### src/rtl/assert_macros.svh
// assertion macros used by the top-level rtl file; all are clocked on clk and gated by rst_n
`ifndef ASSERT_MACROS_SVH
`define ASSERT_MACROS_SVH

// condition that holds at every clock edge outside reset
`define HASD_ASSERT_ALWAYS(label, expr, msg) \
  label: assert property (@(posedge clk) disable iff (!rst_n) (expr)) else $error(msg);

// condition in one cycle that implies another in the next cycle
`define HASD_ASSERT_NEXT(label, ante, cons, msg) \
  label: assert property (@(posedge clk) disable iff (!rst_n) (ante) |=> (cons)) \
    else $error(msg);

`endif

### src/rtl/hasd_pkg.sv
// types, codes and constants of the heading align settle detector
`default_nettype none

package hasd_pkg;

  // heading, error, band, stable count and tick widths
  localparam int HEADING_W = 16;
  localparam int ERROR_W   = 16;
  localparam int BAND_W    = 15;
  localparam int STABLE_W  = 8;
  localparam int TICKS_W   = 16;
  // width of the raw difference and its wrap candidates
  localparam int WRAP_W    = 19;

  // turn constants in centidegrees
  localparam logic signed [WRAP_W-1:0] HALF_TURN_CD  = 19'sd18000;
  localparam logic signed [WRAP_W-1:0] FULL_TURN_CD  = 19'sd36000;
  localparam logic signed [WRAP_W-1:0] THREE_HALF_CD = 19'sd54000;
  localparam logic signed [WRAP_W-1:0] TWO_TURN_CD   = 19'sd72000;

  // saturation limits
  localparam logic [TICKS_W-1:0]  TICKS_MAX  = 16'hFFFF;
  localparam logic [STABLE_W-1:0] STABLE_MAX = 8'hFF;

  // configuration defaults
  localparam logic [BAND_W-1:0]   ZERO_BAND_RST     = 15'd100;
  localparam logic [BAND_W-1:0]   TOLERANCE_RST     = 15'd300;
  localparam logic [STABLE_W-1:0] STABLE_NEEDED_RST = 8'd10;
  localparam logic [TICKS_W-1:0]  TIMEOUT_RST       = 16'd3000;

  localparam int CFG_DATA_W = 16;

  // configuration register index
  typedef enum logic [1:0] {
    REG_ZERO_BAND     = 2'd0,
    REG_TOLERANCE     = 2'd1,
    REG_STABLE_NEEDED = 2'd2,
    REG_TIMEOUT       = 2'd3
  } cfg_reg_t;

  // word operation
  typedef enum logic {
    OP_TICK    = 1'b0,
    OP_RESTART = 1'b1
  } op_t;

  typedef struct packed {
    logic [BAND_W-1:0]   zero_band_cd;
    logic [BAND_W-1:0]   tolerance_cd;
    logic [STABLE_W-1:0] stable_needed;
    logic [TICKS_W-1:0]  timeout_ticks;
  } cfg_t;

  typedef struct packed {
    logic [TICKS_W-1:0]         elapsed_ticks;
    logic [STABLE_W-1:0]        stable_count;
    logic                       zero_seen;
    logic                       last_valid;
    logic signed [ERROR_W-1:0]  last_error;
  } trk_t;

  typedef struct packed {
    logic                       reached;
    logic                       error_valid;
    logic signed [ERROR_W-1:0]  hdg_err_cd;
  } res_t;

endpackage

`default_nettype wire

### src/rtl/hasd_eval.sv
// single-pass evaluation of one heading word against the tracker state
`default_nettype none

module hasd_eval (
  input  wire logic                             op,
  input  wire logic                             target_valid,
  input  wire logic [hasd_pkg::HEADING_W-1:0]   target_heading_cd,
  input  wire logic                             sensor_ready,
  input  wire logic [hasd_pkg::HEADING_W-1:0]   measured_heading_cd,
  input  wire hasd_pkg::cfg_t                   cfg,
  input  wire hasd_pkg::trk_t                   trk,
  output hasd_pkg::trk_t                        trk_nxt,
  output hasd_pkg::res_t                        res
);
  import hasd_pkg::*;

  logic signed [WRAP_W-1:0]  diff;
  logic signed [WRAP_W-1:0]  wrapped;
  logic signed [ERROR_W-1:0] err;
  logic [ERROR_W-1:0]        mag;
  logic                      sign_flip;
  logic                      crossed;
  logic                      zero_seen_new;
  logic [TICKS_W-1:0]        elapsed_new;
  logic [STABLE_W-1:0]       stable_new;

  // raw difference, then wrap by whole turns into -18000..17999
  always_comb begin
    diff = $signed({3'b000, target_heading_cd}) - $signed({3'b000, measured_heading_cd});
    if (diff >= THREE_HALF_CD) begin
      wrapped = diff - TWO_TURN_CD;
    end else if (diff >= HALF_TURN_CD) begin
      wrapped = diff - FULL_TURN_CD;
    end else if (diff < -THREE_HALF_CD) begin
      wrapped = diff + TWO_TURN_CD;
    end else if (diff < -HALF_TURN_CD) begin
      wrapped = diff + FULL_TURN_CD;
    end else begin
      wrapped = diff;
    end
    err = wrapped[ERROR_W-1:0];
    mag = err[ERROR_W-1] ? ERROR_W'(-err) : ERROR_W'(err);
  end

  // zero crossing, stable count and elapsed ticks
  always_comb begin
    sign_flip = trk.last_valid &&
                ((trk.last_error < 0 && err > 0) || (trk.last_error > 0 && err < 0));
    crossed       = (mag <= {1'b0, cfg.zero_band_cd}) || sign_flip;
    zero_seen_new = trk.zero_seen || crossed;
    elapsed_new   = (trk.elapsed_ticks == TICKS_MAX) ? trk.elapsed_ticks
                                                     : trk.elapsed_ticks + 1'b1;
    if (zero_seen_new && (mag <= {1'b0, cfg.tolerance_cd})) begin
      stable_new = (trk.stable_count == STABLE_MAX) ? trk.stable_count
                                                    : trk.stable_count + 1'b1;
    end else begin
      stable_new = '0;
    end
  end

  // next tracker state and result word
  always_comb begin
    trk_nxt = trk;
    res     = '0;
    if (op == OP_RESTART) begin
      trk_nxt = '0;
    end else if (!target_valid || !sensor_ready) begin
      trk_nxt.stable_count = '0;
      trk_nxt.last_valid   = 1'b0;
    end else begin
      trk_nxt.elapsed_ticks = elapsed_new;
      trk_nxt.stable_count  = stable_new;
      trk_nxt.zero_seen     = zero_seen_new;
      trk_nxt.last_valid    = 1'b1;
      trk_nxt.last_error    = err;
      res.reached           = (stable_new >= cfg.stable_needed) ||
                              (elapsed_new >= cfg.timeout_ticks);
      res.error_valid       = 1'b1;
      res.hdg_err_cd        = err;
    end
  end

endmodule

`default_nettype wire

### src/rtl/heading_align_settle_detector.sv
// top level: input register, tracker state, result register and config port
//
//   channel  handshake               payload
//   in       in_valid / in_stall     op, target and measured headings with valid flags
//   out      out_valid / out_stall   reached, error_valid, hdg_err_cd
//   cfg      cfg_valid / cfg_ready   cfg_index, cfg_data
//
// one word per cycle sustained while out_stall is low; each word waits in the input register
// and is then evaluated into the result register, which drives the out channel.
// the tracker state updates in the same edge that loads the result register.
// a stalled result holds both registers; in_stall rises only when both are full.
// rst_n clears the tracker, valid flags and loads the default config values.
`default_nettype none

`include "assert_macros.svh"

module heading_align_settle_detector (
  input  wire logic                              clk,
  input  wire logic                              rst_n,
  // input words
  input  wire logic                              in_valid,
  output logic                                   in_stall,
  input  wire logic                              in_op,
  input  wire logic                              in_target_valid,
  input  wire logic [hasd_pkg::HEADING_W-1:0]    in_target_heading_cd,
  input  wire logic                              in_sensor_ready,
  input  wire logic [hasd_pkg::HEADING_W-1:0]    in_measured_heading_cd,
  // result words
  output logic                                   out_valid,
  input  wire logic                              out_stall,
  output logic                                   out_reached,
  output logic                                   out_error_valid,
  output logic signed [hasd_pkg::ERROR_W-1:0]    out_hdg_err_cd,
  // configuration writes
  input  wire logic                              cfg_valid,
  output logic                                   cfg_ready,
  input  wire hasd_pkg::cfg_reg_t                cfg_index,
  input  wire logic [hasd_pkg::CFG_DATA_W-1:0]   cfg_data
);
  import hasd_pkg::*;

  cfg_t                  cfg_r;
  trk_t                  trk_r;
  trk_t                  trk_nxt;
  res_t                  res_nxt;
  res_t                  res_r;
  logic                  s1_valid_r;
  logic                  s1_op_r;
  logic                  s1_tvalid_r;
  logic [HEADING_W-1:0]  s1_target_r;
  logic                  s1_ready_r;
  logic [HEADING_W-1:0]  s1_measured_r;
  logic                  out_valid_r;
  logic                  out_free;
  logic                  s1_adv;
  logic                  in_take;

  // pipeline flow control
  assign out_free  = !out_valid_r || !out_stall;
  assign s1_adv    = s1_valid_r && out_free;
  assign in_stall  = s1_valid_r && !out_free;
  assign in_take   = in_valid && !in_stall;
  assign cfg_ready = 1'b1;

  // configuration registers
  always_ff @(posedge clk) begin
    if (!rst_n) begin
      cfg_r.zero_band_cd  <= ZERO_BAND_RST;
      cfg_r.tolerance_cd  <= TOLERANCE_RST;
      cfg_r.stable_needed <= STABLE_NEEDED_RST;
      cfg_r.timeout_ticks <= TIMEOUT_RST;
    end else if (cfg_valid && cfg_ready) begin
      case (cfg_index)
        REG_ZERO_BAND:     cfg_r.zero_band_cd  <= cfg_data[BAND_W-1:0];
        REG_TOLERANCE:     cfg_r.tolerance_cd  <= cfg_data[BAND_W-1:0];
        REG_STABLE_NEEDED: cfg_r.stable_needed <= cfg_data[STABLE_W-1:0];
        REG_TIMEOUT:       cfg_r.timeout_ticks <= cfg_data[TICKS_W-1:0];
        default:           cfg_r <= cfg_r;
      endcase
    end
  end

  // input register control
  always_ff @(posedge clk) begin
    if (!rst_n) begin
      s1_valid_r <= 1'b0;
    end else if (in_take) begin
      s1_valid_r <= 1'b1;
    end else if (s1_adv) begin
      s1_valid_r <= 1'b0;
    end
  end

  // input register payload
  always_ff @(posedge clk) begin
    if (in_take) begin
      s1_op_r       <= in_op;
      s1_tvalid_r   <= in_target_valid;
      s1_target_r   <= in_target_heading_cd;
      s1_ready_r    <= in_sensor_ready;
      s1_measured_r <= in_measured_heading_cd;
    end
  end

  hasd_eval u_eval (
    .op                  (s1_op_r),
    .target_valid        (s1_tvalid_r),
    .target_heading_cd   (s1_target_r),
    .sensor_ready        (s1_ready_r),
    .measured_heading_cd (s1_measured_r),
    .cfg                 (cfg_r),
    .trk                 (trk_r),
    .trk_nxt             (trk_nxt),
    .res                 (res_nxt)
  );

  // tracker state
  always_ff @(posedge clk) begin
    if (!rst_n) begin
      trk_r <= '0;
    end else if (s1_adv) begin
      trk_r <= trk_nxt;
    end
  end

  // result register control
  always_ff @(posedge clk) begin
    if (!rst_n) begin
      out_valid_r <= 1'b0;
    end else if (out_free) begin
      out_valid_r <= s1_valid_r;
    end
  end

  // result register payload
  always_ff @(posedge clk) begin
    if (s1_adv) begin
      res_r <= res_nxt;
    end
  end

  assign out_valid       = out_valid_r;
  assign out_reached     = res_r.reached;
  assign out_error_valid = res_r.error_valid;
  assign out_hdg_err_cd  = res_r.hdg_err_cd;

  // checks
  `HASD_ASSERT_ALWAYS(a_invalid_word_zero,
    !out_valid_r || res_r.error_valid || (res_r.hdg_err_cd == '0 && !res_r.reached),
    "result without error must be all zero")
  `HASD_ASSERT_ALWAYS(a_error_range,
    !out_valid_r || (res_r.hdg_err_cd >= -16'sd18000 && res_r.hdg_err_cd <= 16'sd17999),
    "heading error outside wrap range")
  `HASD_ASSERT_NEXT(a_restart_clears, s1_adv && s1_op_r == OP_RESTART, trk_r == '0, "restart did not clear tracker")
  `HASD_ASSERT_NEXT(a_elapsed_monotonic, s1_adv && s1_op_r == OP_TICK,
    trk_r.elapsed_ticks >= $past(trk_r.elapsed_ticks), "elapsed ticks went backward")

endmodule

`default_nettype wire
### config.mk
export PLATFORM = sky130hd
export DESIGN_NAME = heading_align_settle_detector
export DESIGN_NICKNAME = d
export VERILOG_FILES = /design/src/rtl/hasd_pkg.sv /design/src/rtl/hasd_eval.sv /design/src/rtl/heading_align_settle_detector.sv
export VERILOG_INCLUDE_DIRS = /design/src /design/src/rtl
export SDC_FILE = /design/constraint.sdc
export NUM_CORES = 1
export LEC_CHECK = 0
export ABC_AREA = 1
export BUFFER_PORTS_ARGS = -buffer_cell sky130_fd_sc_hd__buf_2
export CAP_MARGIN = 5
export CORE_MARGIN = 2
export CORE_UTILIZATION = 65
export CTS_CLUSTER_SIZE = 30
export DETAILED_ROUTE_END_ITERATION = 7
export GPL_ROUTABILITY_DRIVEN = 0
export HOLD_SLACK_MARGIN = 0.1
export PLACE_DENSITY = 0.95
export SLEW_MARGIN = 10
export SYNTH_ARGS = -nofsm -noshare
export SYNTH_HDL_FRONTEND = slang
export SYNTH_HIERARCHICAL = 1
export SYNTH_SLANG_ARGS = --single-unit
### constraint.sdc
create_clock -name clk -period 20 [get_ports clk]
set_input_delay 4 -clock clk [delete_from_list [all_inputs] [get_ports clk]]
set_output_delay 4 -clock clk [all_outputs]
set_load 0.02 [all_outputs]
==> results of run 1 <==
==> cell usage in the layout (no fill, tap or decap), drive strengths merged, types with 3 or more instances in the layout <==
| cell | n |
|---|---|
| inv | 282 |
| a31oi | 4 |
| nand4 | 19 |
| nor3 | 17 |
| clkinv | 10 |
| clkbuf | 18 |
| o22ai | 18 |
| dfxtp | 98 |
| o21ai | 37 |
| a21oi | 95 |
| a31o | 4 |
| ha | 83 |
| edfxtp | 53 |
| nand2 | 432 |
| o21a | 8 |
| buf | 84 |
| or2 | 4 |
| o21bai | 3 |
| nand3b | 45 |
| nor4 | 8 |
| o211ai | 3 |
| a21boi | 3 |
| xor2 | 30 |
| xnor2 | 3 |
| nor2 | 200 |
| nand3 | 128 |
==> layout make-up <==
| class | instances | share of cell area |
|---|---|---|
| clock buffers | 18 | 0.03570 |
| clock inverters | 14 | 0.009256 |
| inverters | 280 | 0.08585 |
| multi-input cells | 1158 | 0.5217 |
| flip-flops and latches | 151 | 0.2890 |
| well taps | 225 | 0.02289 |
| repair buffers | 84 | 0.03560 |
==> flip-flops by register name, summed over array words and instances, names as in the netlist <==
| register | cells |
|---|---|
| cfg_r | 54 |
| trk_r | 42 |
| out_valid | 1 |
| s1_tvalid_r | 1 |
| s1_op_r | 1 |
| out_reached | 1 |
| s1_measured_r | 16 |
| out_hdg_err_cd | 16 |
| s1_ready_r | 1 |
| s1_valid_r | 1 |
| s1_target_r | 16 |
| out_error_valid | 1 |
==> path summary, 6_finish.rpt <==
kind / cells after the start / end / slack (ns) / from
worst max register to register: 45 / out_reached / 11.64 / s1_target_r[0]
worst min register to register: 2 / cfg_r[41] / 0.46 / cfg_r[41]
worst min-delay path: 2 / cfg_r[41] / 0.46 / cfg_r[41]
worst max-delay path: 7 / in_stall / 10.69 / out_stall
==> report_power, final <==
part           total (uW)  internal, uW  switching, uW
Clock                 306           165            142
Sequential            346           336           10.0
Combinational         512           172            340
==> cell families (layout without fill, tap and decap cells) <==
kind of cell,count (synthesis),count (layout),synth area share
xor+xnor,33,33,0.02523
fa+ha+maj,84,84,0.09241
compound gates,184,184,0.09285
buf+inv,342,396,0.1295
flops,151,151,0.3102
simple gates,856,856,0.3494
other cells,1,1,0.0003274
==> metal layers <==
| metal | share of wire | track usage |
|---|---|---|
| met4 | 0.030 | 0.1325 |
| met5 | 0 | 0 |
| met1 | 0.41 | 0.4070 |
| met2 | 0.47 | 0.5094 |
| met3 | 0.094 | 0.06593 |
==> stage by stage <==
step	power, uW	util	worst slack [ns]
after floorplan	730.2	-	11.50
after global placement	808.5	0.6815	10.78
after detailed placement	839.8	0.6815	10.73
after CTS	1151	0.7136	10.73
after global routing	1235	0.7136	10.58
final	1165	0.7136	10.69
==> critical path, delay by kind of cell <==
| family | cells | cell delay [ns] |
|---|---|---|
| buffers and inverters | 5 | 1.06 |
| AND/OR/NAND/NOR | 2 | 0.20 |
==> run metrics, run 1 <==
Slowest-stage cell, CP buf_4; CP Cell Sequence buf_2, nand2_2, buf_4, inv_1, nand2_1, inv_1, buf_2; CP max FO 86; vias in the first global route 10017; 1st-iter DRT viols 1256; Synth Net Count 1793; max frequency 0.1074 GHz; htree depth 4; final hold vios 0; synthesized cell area about 11000 um2; Worst Hold Slack about 0.46 ns; async set or reset register ratio after synthesis 0; chip height 136.8 um; CTS tree built; Storage cell area 3555 um2; FF+latch count, synth 151; first-pass iteration count of the detailed router 7; nets 1834; Vias/cell between 5 and 6; dpl cells 1898; crit start category input pin; synth warn 6; RSZ-0062 raised after global routing false; Sum Neg Setup Slack 0 ns; Max VDD drop 0.08778 mV; Yosys top cell by area dfxtp_1; Antenna Cells 0; CTS Hold Buffers Added 0; Leakage Power between 0.006 and 0.007 uW; post-route ant nets 0; delay of the slowest cell on the worst path about 0.6 ns; Setup Skew around 0.016 ns; die width between 100 and 150 um; crit path time final 9.310 ns; All-Layer GR Usage 0.3144; area of the multi-input gates 6417 um2; Setup Viol. Count Final 0; Bufs on Longest Clock Path 2; Core Area 17240 um2; final cell count without fillers 1930; DP HPWL 20.03 mm; Syn Inst Count 1651; Unique masters post-synth 56; Final period util 0.4655; Syn Area/Cell 6.938 um2; WL per Instance approximately 15 um; first-pass GRT wire length 46.69 mm; crit end category primary output; final wirelength around 29 mm; top cells by area, synth dfxtp_1, edfxtp_1, nand2_1; Core Rows 48; CTS sink count between 150 and 200; initial antenna violation count 0; root buf cell clkbuf_16; number of synthesized flops with an enable pin 53; Worst Path Arrival 5.31 ns; top-count cell post-synth nand2_1; grt ovf 0; Worst EP required 16.00 ns; max-slew violations 0; Slew HR 0.2952; Hold/Removal Path Class flip-flop to flip-flop; kind of critical path input pin to primary output; CTS buffer count 17; post-CTS sizing 0; vias post-DR 11079; Die ar. 18700 um2; run status completed; post-synthesis sequential area ratio 0.3102; layout cell share with drive strength beyond 1 0.1261; largest net degree at the start of global routing between 90 and 100; Clk pin slew, worst setup/hold paths 0.07 ns; Final Cell Area 12300 um2; Synth top cells by count nand2_1, inv_1, nor2_1; max-cap violations 0; filler instances 1259; top-area cell type share of the netlist area 0.1713; Synth Flop Type dfxtp_1; Cell Pwr Density 94.68 nW/um2; Placement Cell Area 11750 um2; # Post-CTS Setup Buffers 0; Skew-Pair Late Insertion Delay 0.44 ns; area delta synth->final 7.384%; Initial Utilization 0.6646; # DRC 0; port bufs 77; Least-Margin Pin Slew 1.055 ns; I/O pin cnt 79
Power figures use the tool's default switching activity.
==> run 2: changes to the inputs <==
--- a/config.mk
+++ b/config.mk
@@ -10,12 +10,12 @@
 export BUFFER_PORTS_ARGS = -buffer_cell sky130_fd_sc_hd__buf_2
 export CAP_MARGIN = 5
 export CORE_MARGIN = 2
-export CORE_UTILIZATION = 65
+export CORE_UTILIZATION = 62
 export CTS_CLUSTER_SIZE = 30
 export DETAILED_ROUTE_END_ITERATION = 7
 export GPL_ROUTABILITY_DRIVEN = 0
 export HOLD_SLACK_MARGIN = 0.1
-export PLACE_DENSITY = 0.95
+export PLACE_DENSITY = 0.94
 export SLEW_MARGIN = 10
 export SYNTH_ARGS = -nofsm -noshare
 export SYNTH_HDL_FRONTEND = slang
==> constraint.sdc (replaced) <==
create_clock -name clk -period 9.39 [get_ports clk]
set_input_delay 1.878 -clock clk [delete_from_list [all_inputs] [get_ports clk]]
set_output_delay 1.878 -clock clk [all_outputs]
set_load 0.02 [all_outputs]
==> run metrics, run 2 (synthesis results as in run 1) <==
Initial Utilization 0.6355; grt ovf 0; 1st-iter DRT viols 1542; most frequent cells in the layout nand2_1, inv_1, nor2_1; Least-Margin Pin Slew 1.130 ns; R2R Path End out_reached; max frequency about 0.13 GHz; I/O pin cnt 79; worst r2r path cells 46; Bufs on Longest Clock Path 2; root buf cell clkbuf_16; initial antenna violation count 0; DP HPWL around 20 mm; max-cap violations 0; area delta synth->final 7.766%; CP max FO 11; Die ar. 19580 um2; Slew HR 0.2440; Placement Cell Area 11750 um2; Setup Skew 0.01318 ns; HP Start cfg_r[41]; first-pass GRT wire length 46.90 mm; port bufs between 70 and 80; nets 1834; Leakage Power between 0.006 and 0.007 uW; commonest non-fill, non-tap cell in the layout nand2_1; Max VDD drop around 0.20 mV; biggest regs cfg_r x54, trk_r x42; chip height about 140 um; crit end category flip-flop; max-slew violations 0; RSZ-0062 raised after global routing false; Core Area between 15000 and 20000 um2; Worst EP required 9.56 ns; post-route ant nets 0; first-pass iteration count of the detailed router 6; Antenna Cells 0; final hold vios 0; run status completed; final wirelength 29.07 mm; CTS tree built; CP most frequent cell nand2_1; crit path time final 7.634 ns; Core Rows slightly below 50; Hold/Removal Path Class flip-flop to flip-flop; kind of critical path flip-flop to flip-flop; CTS Hold Buffers Added 0; Slowest-stage cell, CP a221oi_1; # Post-CTS Setup Buffers 0; Final Cell Area 12340 um2; # DRC 0; WHS Path Cells 2; Cell Pwr Density between 200 and 250 nW/um2; WL per Instance 15.04 um; layout cell share with drive strength beyond 1 0.1256; CTS buffer count 17; All-Layer GR Usage 0.2922; crit start category flip-flop; post-CTS sizing 0; largest net degree at the start of global routing a little under 100; worst-case hold path end point cfg_r[41]; die width between 100 and 150 um; CTS sink count 151; Skew-Pair Late Insertion Delay 0.44 ns; delay of the slowest cell on the worst path 0.43 ns; Setup Viol. Count Final 0; Vias/cell 5.703; delay-heaviest family, CP simple AND/OR/NAND/NOR gates; max FFs per register 54; vias post-DR roughly 11000; Final period util 0.8130; Worst Path Arrival 7.80 ns; reg-to-reg startpoint s1_target_r[0]; Most flops, register cfg_r; Sum Neg Setup Slack 0 ns; WP buf/inv 6; Reg2Reg Setup Slack ~1.8 ns; vias in the first global route 9998; htree depth 4; Clk pin slew, worst setup/hold paths 0.07 ns
run 2: cell count changes in the layout (fill, tap and decap cells not counted), sizes merged:
cell / change
clkinv: -4
clkbuf: +3
run 2: how the worst max path moves through the flow:
stage / slack (ns) / startpoint / cells past startpoint / to
3_3_place_gp: 2.36 / s1_target_r[0] / 48 / out_reached
2_1_floorplan: 2.77 / s1_target_r[0] / 51 / out_reached
4_1_cts: 1.91 / s1_target_r[0] / 50 / out_reached
3_5_place_dp: 1.93 / s1_target_r[0] / 50 / out_reached
6_report: 1.76 / s1_target_r[0] / 46 / out_reached
5_1_grt: 1.09 / s1_target_r[0] / 48 / out_reached
run 2: final cells by class:
class | instances | area (um2)
Clock buffer | 21 | 514.2
Inverter | 280 | 1056
Sequential cell | 151 | 3555
Timing Repair Buffer | 84 | 437.9
Tap cell | 229 | 286.5
Fill cell | 1403 | 5680
Multi-Input combinational cell | 1158 | 6417
Clock inverter | 10 | 77.57
run 2: through the flow:
step | util | std cells | total power (uW) | hold slack [ns] | setup WS, ns
2_1_floorplan | - | 1651 | 1555 | 0.4289 | 2.773
3_3_place_gp | 0.6520 | 1902 | 1718 | 0.4418 | 2.363
3_5_place_dp | 0.6520 | 1902 | 1768 | 0.4470 | 1.931
4_1_cts | 0.6849 | 1933 | 2458 | 0.4625 | 1.907
5_1_grt | 0.6849 | 1933 | 2639 | 0.4924 | 1.090
6_report | 0.6849 | 1933 | 2491 | 0.4591 | 1.756
run 2: power by group:
group / internal, uW / switching (uW)
sequential: 716 / 21.8
clock: 395 / 293
combinational: 363 / 701
total: 1470 / 1020
run 2: tightest hold or removal path: stages, from the launching register on:
cell and delay (ns):
dfxtp_1 0.33, nand2_1 0.05, nand3_1 0.05
run 2: metal layers:
layer  routed length (um)  global-route usage  up-vias
met5                    0                   0        -
met2                13140              0.4670      655
met3                 2942             0.04991       81
li1                     -                   -     5358
met4                  758              0.1084        0
met1                12230              0.3998     4930
